[src/sv/ackp_pkg.sv]
// Shared types, codes and helper functions for the ACK frame range parser.
// Used by every module of the block; depends on nothing.
`default_nettype none

package ackp_pkg;

  // Result kind codes
  localparam logic KIND_RANGE = 1'b0;
  localparam logic KIND_DONE  = 1'b1;

  // Done record status codes
  localparam logic STATUS_OK    = 1'b0;
  localparam logic STATUS_SHORT = 1'b1;

  // Type byte: bit that flags the block count and gap/length blocks
  localparam int unsigned TYPE_BLOCKS_BIT = 5;

  // Field widths
  localparam int unsigned PN_W    = 64;
  localparam int unsigned ACC_W   = 48;
  localparam int unsigned POS_W   = 12;
  localparam int unsigned DELAY_W = 42;
  localparam int unsigned RCNT_W  = 9;

  // Result slots in the output buffer
  localparam int unsigned BUF_DEPTH = 4;
  localparam int unsigned BUF_AW    = $clog2(BUF_DEPTH);

  // One result item
  typedef struct packed {
    logic               item_kind;
    logic [PN_W-1:0]    range_high;
    logic [PN_W-1:0]    range_low;
    logic               status;
    logic [POS_W-1:0]   consumed_bytes;
    logic [DELAY_W-1:0] ack_delay_us;
    logic [RCNT_W-1:0]  range_total;
    logic [7:0]         timestamp_total;
    logic               run_last;
  } res_t;

  // Up to two results written by one parsed byte
  typedef struct packed {
    logic [1:0] cnt;
    res_t       res0;
    res_t       res1;
  } res_pair_t;

  // Map a two-bit size code to a field length of 1, 2, 4 or 6 bytes
  function automatic logic [2:0] size_of(input logic [1:0] code);
    logic [2:0] len;
    case (code)
      2'd0:    len = 3'd1;
      2'd1:    len = 3'd2;
      2'd2:    len = 3'd4;
      default: len = 3'd6;
    endcase
    return len;
  endfunction

  // Decode the 16-bit float ack delay: 5-bit exponent over an 11-bit
  // mantissa with a hidden bit once the exponent is nonzero.
  function automatic logic [DELAY_W-1:0] float16_decode(input logic [15:0] v);
    logic [4:0]         ex;
    logic [DELAY_W-1:0] mant;
    logic [DELAY_W-1:0] res;
    ex   = v[15:11] & 5'h1F;
    mant = {{(DELAY_W-12){1'b0}}, 1'b1, v[10:0]};
    if (ex == 5'd0) begin
      res = {{(DELAY_W-16){1'b0}}, v};
    end else begin
      res = mant << (ex - 5'd1);
    end
    return res;
  endfunction

endpackage

`default_nettype wire

[src/sv/ackp_in_stage.sv]
// Input register of the ACK frame range parser: holds one byte transfer
// until the parse core takes it. Depends on ackp_pkg only for house style.
`default_nettype none

module ackp_in_stage (
  input  wire logic       clk,
  input  wire logic       rst,
  input  wire logic       in_valid,
  output logic            in_stall,
  input  wire logic [7:0] frame_byte,
  input  wire logic       buffer_end,
  input  wire logic       take,
  output logic            hold_valid,
  output logic [7:0]      hold_byte,
  output logic            hold_end
);
  import ackp_pkg::*;

  logic accept;

  // Stall only while a held byte cannot move on this cycle
  assign in_stall = hold_valid & ~take;
  assign accept   = in_valid & ~in_stall;

  // Valid flag: load on transfer, drop when the core takes the byte
  always_ff @(posedge clk) begin
    if (rst) begin
      hold_valid <= 1'b0;
    end else if (accept) begin
      hold_valid <= 1'b1;
    end else if (take) begin
      hold_valid <= 1'b0;
    end
  end

  // Payload: capture on transfer
  always_ff @(posedge clk) begin
    if (accept) begin
      hold_byte <= frame_byte;
      hold_end  <= buffer_end;
    end
  end

endmodule

`default_nettype wire

[src/sv/ackp_parse_core.sv]
// Byte-at-a-time parse state of the ACK frame and the result records each
// byte produces. Depends on ackp_pkg for types, codes and decode helpers.
`default_nettype none

module ackp_parse_core (
  input  wire logic                clk,
  input  wire logic                rst,
  input  wire logic                step,
  input  wire logic [7:0]          frame_byte,
  input  wire logic                buffer_end,
  output ackp_pkg::res_pair_t      wr
);
  import ackp_pkg::*;

  typedef enum logic [3:0] {
    PH_IDLE, PH_LARGE, PH_DELAY, PH_NBLK, PH_FIRST,
    PH_GAP, PH_BLEN, PH_TSC, PH_SKIP, PH_TAIL
  } phase_t;

  // Parse state
  phase_t             phase,        phase_next;
  logic [7:0]         type_bits,    type_bits_next;
  logic [POS_W-1:0]   pos,          pos_next;
  logic [ACC_W-1:0]   acc,          acc_next;
  logic [2:0]         left,         left_next;
  logic [7:0]         blocks,       blocks_next;
  logic [15:0]        gap_sum,      gap_sum_next;
  logic [PN_W-1:0]    low_mark,     low_mark_next;
  logic [PN_W-1:0]    gap_high,     gap_high_next;
  logic [RCNT_W-1:0]  ranges,       ranges_next;
  logic [7:0]         ts_count,     ts_count_next;
  logic [9:0]         skip_left,    skip_left_next;
  logic [DELAY_W-1:0] delay,        delay_next;

  // Step helpers
  logic [ACC_W-1:0]   acc_shift;
  logic [PN_W-1:0]    acc_wide;
  logic [2:0]         left_dec;
  logic               field_done;
  logic [2:0]         blen;
  logic [15:0]        gap_new;
  logic [7:0]         blocks_dec;
  logic [9:0]         skip_dec;
  logic [9:0]         tsc_m1;
  logic [PN_W-1:0]    range_hi;
  logic [PN_W-1:0]    range_lo;
  logic               emit_range;
  logic               finished;
  logic               emit_done;
  logic               done_status;
  res_t               range_res;
  res_t               done_res;

  assign acc_shift  = {acc[ACC_W-9:0], frame_byte};
  assign acc_wide   = {{(PN_W-ACC_W){1'b0}}, acc_shift};
  assign left_dec   = (left != 3'd0) ? left - 3'd1 : 3'd0;
  assign field_done = (left_dec == 3'd0);
  assign blen       = size_of(type_bits[1:0]);
  assign gap_new    = gap_sum + {8'd0, frame_byte};
  assign blocks_dec = (blocks != 8'd0) ? blocks - 8'd1 : 8'd0;
  assign skip_dec   = (skip_left != 10'd0) ? skip_left - 10'd1 : 10'd0;
  assign tsc_m1     = {2'd0, frame_byte} - 10'd1;

  // Advance the parse by one byte
  always_comb begin
    phase_next     = phase;
    type_bits_next = type_bits;
    pos_next       = pos;
    acc_next       = acc;
    left_next      = left;
    blocks_next    = blocks;
    gap_sum_next   = gap_sum;
    low_mark_next  = low_mark;
    gap_high_next  = gap_high;
    ranges_next    = ranges;
    ts_count_next  = ts_count;
    skip_left_next = skip_left;
    delay_next     = delay;
    range_hi       = '0;
    range_lo       = '0;
    emit_range     = 1'b0;
    finished       = 1'b0;

    if (phase != PH_IDLE && phase != PH_TAIL) begin
      pos_next = pos + POS_W'(1);
    end

    case (phase)
      PH_IDLE: begin
        type_bits_next = frame_byte;
        pos_next       = POS_W'(1);
        delay_next     = '0;
        ranges_next    = '0;
        ts_count_next  = '0;
        gap_sum_next   = '0;
        blocks_next    = '0;
        low_mark_next  = '0;
        skip_left_next = '0;
        acc_next       = '0;
        left_next      = size_of(frame_byte[3:2]);
        phase_next     = PH_LARGE;
      end
      PH_LARGE: begin
        acc_next  = acc_shift;
        left_next = left_dec;
        if (field_done) begin
          low_mark_next = acc_wide;
          acc_next      = '0;
          left_next     = 3'd2;
          phase_next    = PH_DELAY;
        end
      end
      PH_DELAY: begin
        acc_next  = acc_shift;
        left_next = left_dec;
        if (field_done) begin
          delay_next = float16_decode(acc_shift[15:0]);
          acc_next   = '0;
          left_next  = blen;
          if (type_bits[TYPE_BLOCKS_BIT]) begin
            phase_next = PH_NBLK;
          end else begin
            phase_next = PH_FIRST;
          end
        end
      end
      PH_NBLK: begin
        blocks_next = frame_byte;
        acc_next    = '0;
        left_next   = blen;
        phase_next  = PH_FIRST;
      end
      PH_FIRST: begin
        acc_next  = acc_shift;
        left_next = left_dec;
        if (field_done) begin
          range_hi      = low_mark;
          range_lo      = low_mark - acc_wide + PN_W'(1);
          emit_range    = 1'b1;
          low_mark_next = range_lo;
          ranges_next   = RCNT_W'(1);
          phase_next    = (blocks != 8'd0) ? PH_GAP : PH_TSC;
        end
      end
      PH_GAP: begin
        // Gaps add up across zero-length blocks; precompute the next high end
        gap_sum_next  = gap_new;
        gap_high_next = low_mark + ~{{(PN_W-16){1'b0}}, gap_new};
        acc_next      = '0;
        left_next     = blen;
        phase_next    = PH_BLEN;
      end
      PH_BLEN: begin
        acc_next  = acc_shift;
        left_next = left_dec;
        if (field_done) begin
          if (acc_shift != '0) begin
            range_hi      = gap_high;
            range_lo      = gap_high - acc_wide + PN_W'(1);
            emit_range    = 1'b1;
            low_mark_next = range_lo;
            ranges_next   = ranges + RCNT_W'(1);
            gap_sum_next  = '0;
          end
          blocks_next = blocks_dec;
          phase_next  = (blocks_dec != 8'd0) ? PH_GAP : PH_TSC;
        end
      end
      PH_TSC: begin
        ts_count_next = frame_byte;
        if (frame_byte == 8'd0) begin
          finished = 1'b1;
        end else begin
          skip_left_next = 10'd5 + {tsc_m1[8:0], 1'b0} + tsc_m1;
          phase_next     = PH_SKIP;
        end
      end
      PH_SKIP: begin
        skip_left_next = skip_dec;
        if (skip_dec == 10'd0) begin
          finished = 1'b1;
        end
      end
      PH_TAIL: begin
        phase_next = PH_TAIL;
      end
      default: begin
        phase_next = PH_TAIL;
      end
    endcase

    // Close the frame: normal end, or buffer ran out mid-frame
    emit_done   = 1'b0;
    done_status = STATUS_OK;
    if (finished) begin
      emit_done  = 1'b1;
      phase_next = buffer_end ? PH_IDLE : PH_TAIL;
    end else if (buffer_end) begin
      if (phase_next != PH_TAIL) begin
        emit_done   = 1'b1;
        done_status = STATUS_SHORT;
      end
      phase_next = PH_IDLE;
    end
  end

  // Build the result records
  always_comb begin
    range_res            = '0;
    range_res.item_kind  = KIND_RANGE;
    range_res.range_high = range_hi;
    range_res.range_low  = range_lo;
    range_res.run_last   = ~emit_done;

    done_res                 = '0;
    done_res.item_kind       = KIND_DONE;
    done_res.status          = done_status;
    done_res.consumed_bytes  = pos_next;
    done_res.ack_delay_us    = delay_next;
    done_res.range_total     = ranges_next;
    done_res.timestamp_total = ts_count_next;
    done_res.run_last        = 1'b1;

    wr.res1 = done_res;
    if (emit_range) begin
      wr.res0 = range_res;
      wr.cnt  = emit_done ? 2'd2 : 2'd1;
    end else begin
      wr.res0 = done_res;
      wr.cnt  = emit_done ? 2'd1 : 2'd0;
    end
    if (!step) begin
      wr.cnt = 2'd0;
    end
  end

  // Hold parse state; advance on each byte taken
  always_ff @(posedge clk) begin
    if (rst) begin
      phase     <= PH_IDLE;
      type_bits <= '0;
      pos       <= '0;
      acc       <= '0;
      left      <= '0;
      blocks    <= '0;
      gap_sum   <= '0;
      low_mark  <= '0;
      gap_high  <= '0;
      ranges    <= '0;
      ts_count  <= '0;
      skip_left <= '0;
      delay     <= '0;
    end else if (step) begin
      phase     <= phase_next;
      type_bits <= type_bits_next;
      pos       <= pos_next;
      acc       <= acc_next;
      left      <= left_next;
      blocks    <= blocks_next;
      gap_sum   <= gap_sum_next;
      low_mark  <= low_mark_next;
      gap_high  <= gap_high_next;
      ranges    <= ranges_next;
      ts_count  <= ts_count_next;
      skip_left <= skip_left_next;
      delay     <= delay_next;
    end
  end

endmodule

`default_nettype wire

[src/sv/ackp_res_buf.sv]
// Result buffer of the ACK frame range parser: takes up to two records a
// cycle from the parse core and presents one per output transfer.
// Depends on ackp_pkg for the record types and depth.
`default_nettype none

module ackp_res_buf (
  input  wire logic                clk,
  input  wire logic                rst,
  input  wire ackp_pkg::res_pair_t wr,
  output logic                     room2,
  output logic                     out_valid,
  input  wire logic                out_stall,
  output ackp_pkg::res_t           head
);
  import ackp_pkg::*;

  res_t              mem [BUF_DEPTH];
  logic [BUF_AW-1:0] wr_ptr;
  logic [BUF_AW-1:0] rd_ptr;
  logic [BUF_AW:0]   count;
  logic              rd;

  assign out_valid = (count != '0);
  assign rd        = out_valid & ~out_stall;
  assign room2     = (count <= (BUF_AW+1)'(BUF_DEPTH - 2));
  assign head      = mem[rd_ptr];

  // Pointers and fill count
  always_ff @(posedge clk) begin
    if (rst) begin
      wr_ptr <= '0;
      rd_ptr <= '0;
      count  <= '0;
    end else begin
      wr_ptr <= wr_ptr + BUF_AW'(wr.cnt);
      if (rd) begin
        rd_ptr <= rd_ptr + BUF_AW'(1);
      end
      count <= count + (BUF_AW+1)'(wr.cnt) - (BUF_AW+1)'(rd);
    end
  end

  // Store records
  always_ff @(posedge clk) begin
    if (wr.cnt != 2'd0) begin
      mem[wr_ptr] <= wr.res0;
    end
    if (wr.cnt == 2'd2) begin
      mem[wr_ptr + BUF_AW'(1)] <= wr.res1;
    end
  end

endmodule

`default_nettype wire

[src/sv/ack_frame_range_parser.sv]
// ACK frame range parser, top level: input register, parse core and
// result buffer. Depends on ackp_pkg, ackp_in_stage, ackp_parse_core and
// ackp_res_buf.
//
// Usage:
//   Input channel (in_valid / in_stall): one frame byte per transfer, with
//   buffer_end set on the last byte of the buffer. The first byte of a
//   frame is the type byte.
//   Output channel (out_valid / out_stall): range records (item_kind 0)
//   as the first range and each nonzero block length complete, then one
//   done record (item_kind 1) per frame with status, consumed_bytes,
//   ack_delay_us, range_total and timestamp_total. run_last marks the last
//   record caused by a byte. A record passes the input register and the
//   result buffer, both registered; the byte waits while the buffer lacks room.
//   Throughput: one byte per cycle while the buffer has room for two
//   records; a range and a done record from one byte leave one at a time
//   through the single read port of the four-entry result buffer.
//   Reset: the parser returns to waiting for a type byte and the input
//   register and result buffer are emptied.
//   Stall: records wait in the result buffer; once fewer than two slots
//   are free the held input byte waits and in_stall rises.
`default_nettype none

module ack_frame_range_parser (
  input  wire logic        clk,
  input  wire logic        rst,
  input  wire logic        in_valid,
  output logic             in_stall,
  input  wire logic [7:0]  frame_byte,
  input  wire logic        buffer_end,
  output logic             out_valid,
  input  wire logic        out_stall,
  output logic             item_kind,
  output logic [63:0]      range_high,
  output logic [63:0]      range_low,
  output logic             status,
  output logic [11:0]      consumed_bytes,
  output logic [41:0]      ack_delay_us,
  output logic [8:0]       range_total,
  output logic [7:0]       timestamp_total,
  output logic             run_last
);
  import ackp_pkg::*;

  logic      hold_valid;
  logic [7:0] hold_byte;
  logic      hold_end;
  logic      take;
  logic      room2;
  res_pair_t wr;
  res_t      head;

  // Move the held byte into the core when the buffer has room for two records
  assign take = hold_valid & room2;

  ackp_in_stage u_in (
    .clk        (clk),
    .rst        (rst),
    .in_valid   (in_valid),
    .in_stall   (in_stall),
    .frame_byte (frame_byte),
    .buffer_end (buffer_end),
    .take       (take),
    .hold_valid (hold_valid),
    .hold_byte  (hold_byte),
    .hold_end   (hold_end)
  );

  ackp_parse_core u_core (
    .clk        (clk),
    .rst        (rst),
    .step       (take),
    .frame_byte (hold_byte),
    .buffer_end (hold_end),
    .wr         (wr)
  );

  ackp_res_buf u_buf (
    .clk       (clk),
    .rst       (rst),
    .wr        (wr),
    .room2     (room2),
    .out_valid (out_valid),
    .out_stall (out_stall),
    .head      (head)
  );

  // Unpack the head record onto the output ports
  assign item_kind       = head.item_kind;
  assign range_high      = head.range_high;
  assign range_low       = head.range_low;
  assign status          = head.status;
  assign consumed_bytes  = head.consumed_bytes;
  assign ack_delay_us    = head.ack_delay_us;
  assign range_total     = head.range_total;
  assign timestamp_total = head.timestamp_total;
  assign run_last        = head.run_last;

endmodule

`default_nettype wire

[config.mk]
export PLATFORM = sky130hd
export DESIGN_NAME = ack_frame_range_parser
export DESIGN_NICKNAME = d
export VERILOG_FILES = /design/src/sv/ackp_pkg.sv /design/src/sv/ackp_in_stage.sv /design/src/sv/ackp_parse_core.sv /design/src/sv/ackp_res_buf.sv /design/src/sv/ack_frame_range_parser.sv
export SDC_FILE = /design/constraint.sdc
export NUM_CORES = 2
export LEC_CHECK = 0
export ABC_AREA = 1
export ABC_CLOCK_PERIOD_IN_PS = 54500
export BUFFER_PORTS_ARGS = -buffer_cell sky130_fd_sc_hd__buf_2
export CAP_MARGIN = 20
export CORE_MARGIN = 4
export CORE_UTILIZATION = 39
export CTS_CLUSTER_DIAMETER = 40
export DETAILED_ROUTE_END_ITERATION = 8
export PLACE_DENSITY = 0.53
export SYNTH_ARGS = -nofsm -noshare
export SYNTH_HDL_FRONTEND = slang
export SYNTH_HIERARCHICAL = 1
export SYNTH_SLANG_ARGS = --single-unit
[constraint.sdc]
create_clock -name clk -period 54.5 [get_ports clk]
set_input_delay 8.175 -clock clk [delete_from_list [all_inputs] [get_ports clk]]
set_output_delay 8.175 -clock clk [all_outputs]
set_load 0.05 [all_outputs]
[Word-level counts from Yosys, hierarchy flattened]
Memories as Yosys holds them, arrays and structs flattened. A register that Yosys moved wholly into a read port is not among the register bits.
Index checks and enable logic that the tools add are counted.
Storage, ports and cells
  register bits: 303
  memory bits (writable): 808
  output and inout port bits: 204
  memories kept: 1
Operators by class
  add/sub/neg operators: 20
  order comparisons: 1
  equality and inequality tests: 20
  shift-type cells: 1
  multiplexer cells: 75
  bitwise logic cells: 9
  reductions and logical operators: 35
Memory list
  u_buf.mem: depth 4, bits a word 202, rd ports 1, clocked after memory_dff 1, wr ports 2, line ackp_res_buf.sv:17  | res_t mem [BUF_DEPTH];
Operators with widths (count)
  64-bit 2-to-1 mux: 10
  64-bit one-hot mux with 2 select lines: 2
  64-bit one-hot mux with 4 select lines: 1
  204-bit 2-to-1 mux: 1
  64-bit by 1-bit adder with 64-bit output (second input constant): 2
  64-bit by 48-bit subtractor with 64-bit output: 2
  40-bit one-hot mux with 3 select lines: 1
  42-bit 2-to-1 mux: 2
  42-bit one-hot mux with 2 select lines: 1
  64-bit adder: 1
  16-bit NOT with 64-bit output: 1
  16-bit one-hot mux with 3 select lines: 1
  48-bit nonzero test: 1
  12-bit by 5-bit << shifter with 42-bit output: 1
  40-bit 2-to-1 mux: 1
  4-bit one-hot mux with 9 select lines: 1
  16-bit 2-to-1 mux: 2
  4-bit 2-to-1 mux: 8
  10-bit one-hot mux with 3 select lines: 1
  9-bit 2-to-1 mux: 3
  9-bit one-hot mux with 3 select lines: 1
  12-bit 2-to-1 mux: 2
  8-bit one-hot mux with 3 select lines: 1
  10-bit 2-to-1 mux: 2
  other kinds (53): 112

[Longest topological paths before layout]
  word-level depth: 16
  gate-level depth with buffers: 27
  mapped depth without buffers: 27

[Hierarchy]
Netlist, hierarchy kept.
By module, submodules not included
  ackp_res_buf: times used 1, cells an instance 4023, area an instance 39397.8 sq um, sequential area each 24443.4 sq um
  ackp_parse_core: times used 1, cells an instance 6223, area an instance 34234.1 sq um, sequential area each 5665.4 sq um
  ackp_in_stage: times used 1, cells an instance 16, area an instance 316.6 sq um, sequential area each 290.3 sq um
  ack_frame_range_parser: times used 1, cells an instance 2, area an instance 7.5 sq um, sequential area each 0.0 sq um

[Worst setup path before layout]
Ideal clock, no wire load.
  kind: reg2reg
  from: reg u_in.hold_byte[1]
  to: mem u_buf/mem[3][0] (netlist name) (enable)
  library setup time: 1060 ps
  data arrival time: 17274 ps
  data required time: 53440 ps
  slack: 36166 ps
  cell stages (with the launch flop): 19
  path buffers: 2
  cell sequence: edfxtp_1 -> inv_1 -> ha_1 -> nand2_1 -> nor2_2 -> nand3_2 -> nor2_2 -> nand2_4 -> nand2_2 -> nor2_2 -> inv_4 -> nand2_2 -> buf_4 -> buf_4 -> ha_1 -> nand2_1 -> inv_1 -> nor2_1 -> o31ai_1
RTL lines
  from (decl): line ackp_in_stage.sv:14  | output logic [7:0] hold_byte,
  from (signal assigned): line ackp_in_stage.sv:39  | hold_byte <= frame_byte;
  to (decl): line ackp_res_buf.sv:17

==> impl_metrics.yaml <==
finish:
  layout.cells.most_common: "nand2_1"
  nFillCells: 19300
  fin_util_pct: 43.9
  mostFrequentLayoutCells: "nand2_1 (2772), inv_1 (1415), o21ai_0 (1001)"
  drive_gt1_share_pct: 7.15
  multi_input_area_mm2: 0.0351
  syn_to_final_growth_pct: 11.8
  seq_area_mm2: 0.0304
  finalNetCount: 10600
yosys:
  synth_area_mm2: 0.0740
  synth_edf_count: 817
  synthArstFlopShare_pct: 0
  ys_warn_count: 6
  syn-instance-count: 10300
  syn_avg_cell_area_um2: 7.21
  ys.flop_type: "edfxtp_1"
  synth_cell_types: 59
  ys_seq_area_share_pct: 41.1
  synth-seq-cells: 1110
drt:
  drt_first_pass_iters: 8
  vias: 68300
  wire_per_inst_um: 21.4
  drt_iter0_drc: 6541
  vias_per_cell: 5.28
  drtAntennaViolNets: 0
  wl_mm: 277
  remaining_drc_errors: 0
timing:
  final_max_slew_viol_count: 0
  finalCritPeriodShare_pct: 24.5
  worst_slew_pin_slew_ns: 1.17
  finalClockSkew_ns: 0.0559
  min_period_ns: 13.33
  finalWorstSetupSlack_ns: 41.17
  whs_ns: 0.470
  finalSetupTns_ns: 0
  setup_violations: 0
  hold_viol: 0
  fmax_ghz: 0.0750
  slew_headroom_pct: 21.4
  grt_setup_unrepaired: "no"
clock_tree:
  htree_levels: 4
  post-cts-setup-buffer-count: 0
  cts_tree: "yes"
  cts_buffers: 192
  hold_buffers: 0
  clk_latency_ns: 0.85
  clk_pin_slew_ns: 0.06
  clock_sinks: 1110
  post_cts_resize_count: 0
  cts.path.max_buffers: 3
  cts_root_buffer: "clkbuf_16"
pwr:
  power.switching_uw: 1240
  p_comb_share_pct: 29.8
  cellInternalPower_uw: 1930
  seqPwrFrac_pct: 30.5
  vdd_drop_max_uv: 34.9
  power_leakage_uw: 0.0349
  power.share.clock_pct: 39.7
  powerDensity_mw_per_mm2: 38.4
  swShare_pct: 39.0
global_routing:
  grt_usage_pct: 27.1
  grt-ovfl-total: 0
  grt_first_pass_wirelength_mm: 405
  grt_max_degree: 164
  grt_pass1_vias: 62700
  antenna_found_initial: 7
setup_path:
  slowest_stage: "dfxtp_4"
  crit_arrival_ns: 5.16
  worstSetupStartpointType: "flip-flop"
  critPathKind: "reg2out"
  rr_startpoint: "u_in/hold_byte[7]"
  slowest_delay_ns: 0.88
  worstPathMaxFanout: 94
  crit_path_frequent_cell: "buf_4"
  critPathRequiredTime_ns: 46.33
  path_cells: "buf_4, buf_4, buf_4, o21ai_0, o22ai_1, buf_2"
  critPathCaptureType: "output port"
placement:
  port_buffers: 216
  pre_cts_ws_ns: 42.00
  dp_hpwl_mm: 196
  finalWeightedCongestion: 0.993
die:
  coreArea_mm2: 0.188
  rows: 159
  die_h_um: 443
  die_w_um: 443
  initial_core_util_pct: 39.3
  die_area_mm2: 0.197
  io_pins: 217
worst_hold_path:
  hp-class: "reg2reg"
  min_from: "u_core/gap_sum[4]"
run_status:
  status: "complete, no violations"
job:
  cap_violations: 0
==> cells by family after synthesis <==
family / Yosys count / share of synthesized area, %
xor gates and xnor gates: 63 / 0.746
muxes: 1 / 0.0135
buffers and inverters: 2052 / 12.3
DFF: 1110 / 41.1
and+or+nand+nor: 4335 / 23.5
adders and majority gates: 292 / 5.00
AOI/OAI and AO/OA: 2409 / 17.4
other: 2 / 0.0102
==> sequential cells by signal, summed over array words and instances, names as in the netlist, 2 cells and up, named ones only <==
signal,flops
u_buf/mem,808
u_core/blocks,8
u_core/skip_left,10
u_core/ranges,9
u_core/gap_sum,16
u_core/phase,4
u_core/acc,40
u_in/hold_byte,8
u_buf/wr_ptr,2
u_core/low_mark,64
u_buf/count,3
u_core/delay,42
u_core/gap_high,64
u_core/left,3
u_core/type_bits,3
u_core/ts_count,8
u_buf/rd_ptr,2
u_core/pos,12
==> layout make-up <==
class,instances,share of cell area (%)
multi-input combinational,7230,42.4
sequential,1110,36.8
inverter,1441,6.56
clock buffer,211,6.02
tap,2495,3.78
clock inverter,152,2.22
timing repair buffer,302,2.21
antenna,2,0.00605
==> worst paths after layout <==
kind | end | slack (ns) | depth (start not counted)
setup reg to reg | u_buf/mem[0][119] | 45.89 | 19
hold reg to reg | u_core/gap_sum[4] | 0.47 | 2
setup / recovery | range_low[47] | 41.17 | 6
hold / removal | u_core/gap_sum[4] | 0.47 | 2
==> metrics by stage <==
stage,cell area (µm²),cells,power (µW)
floorplan,74400,10400,1660
global placement,75800,12600,1910
detailed placement,75800,12600,1920
CTS,82600,12900,3190
global route,82700,12900,3320
finish,82700,12900,3170
==> cells in the mapped netlist (6+ instances only) <==
cell type / instances / area share, %
nand2_1: 2776 / 14
inv_1: 1420 / 7.2
o21ai_0: 1003 / 6.8
nor2_1: 934 / 4.7
edfxtp_1: 817 / 33
o21ai_1: 562 / 3.8
a21oi_1: 409 / 2.8
nand3_1: 382 / 2.6
dfxtp_1: 293 / 7.9
ha_1: 286 / 4.8
o22ai_1: 259 / 2.2
clkbuf_1: 223 / 1.1
buf_4: 155 / 1.6
buf_2: 132 / 0.89
buf_6: 81 / 1.2
nand4_1: 72 / 0.61
nor3_1: 58 / 0.39
o211ai_1: 53 / 0.54
xor2_1: 51 / 0.60
a211oi_1: 42 / 0.43
or2_2: 31 / 0.26
nand3b_1: 19 / 0.19
a31oi_1: 17 / 0.14
inv_2: 17 / 0.086
buf_1: 16 / 0.081
and2_1: 14 / 0.12
nor4_1: 14 / 0.12
o21bai_1: 12 / 0.12
xnor2_1: 12 / 0.14
a22o_1: 9 / 0.11
nor2_2: 9 / 0.076
nand2_2: 8 / 0.068
o21ai_2: 8 / 0.095
a22oi_1: 7 / 0.071
o221ai_1: 7 / 0.083
fa_1: 6 / 0.16
==> power groups by stage <==
| stage | sequential (µW) | combinational, µW | clock [µW] |
|---|---|---|---|
| after detailed placement | 984 | 937 | 0 |
| after global placement | 983 | 931 | 0 |
| final | 967 | 946 | 1260 |
| after CTS | 967 | 939 | 1280 |
| after global routing | 971 | 1020 | 1320 |
| after floorplan | 971 | 689 | 0 |
==> worst max-delay path, delay by kind of cell (launching register included) <==
kind	cells	cell delay (ns)
DFF	1	0.88
buffers and inverters	4	2.65
AOI/OAI and AO/OA	2	0.55
==> per-layer routing <==
| metal | vias to the layer above | global-route usage, % | wire length [µm] |
|---|---|---|---|
| met5 | - | 0 | 0 |
| met4 | 0 | 11.7 | 12800 |
| met3 | 477 | 3.66 | 16700 |
| met2 | 2272 | 45.8 | 131000 |
| met1 | 31900 | 34.7 | 116000 |
| li1 | 33700 | - | - |
Power figures use the tool's default switching activity.
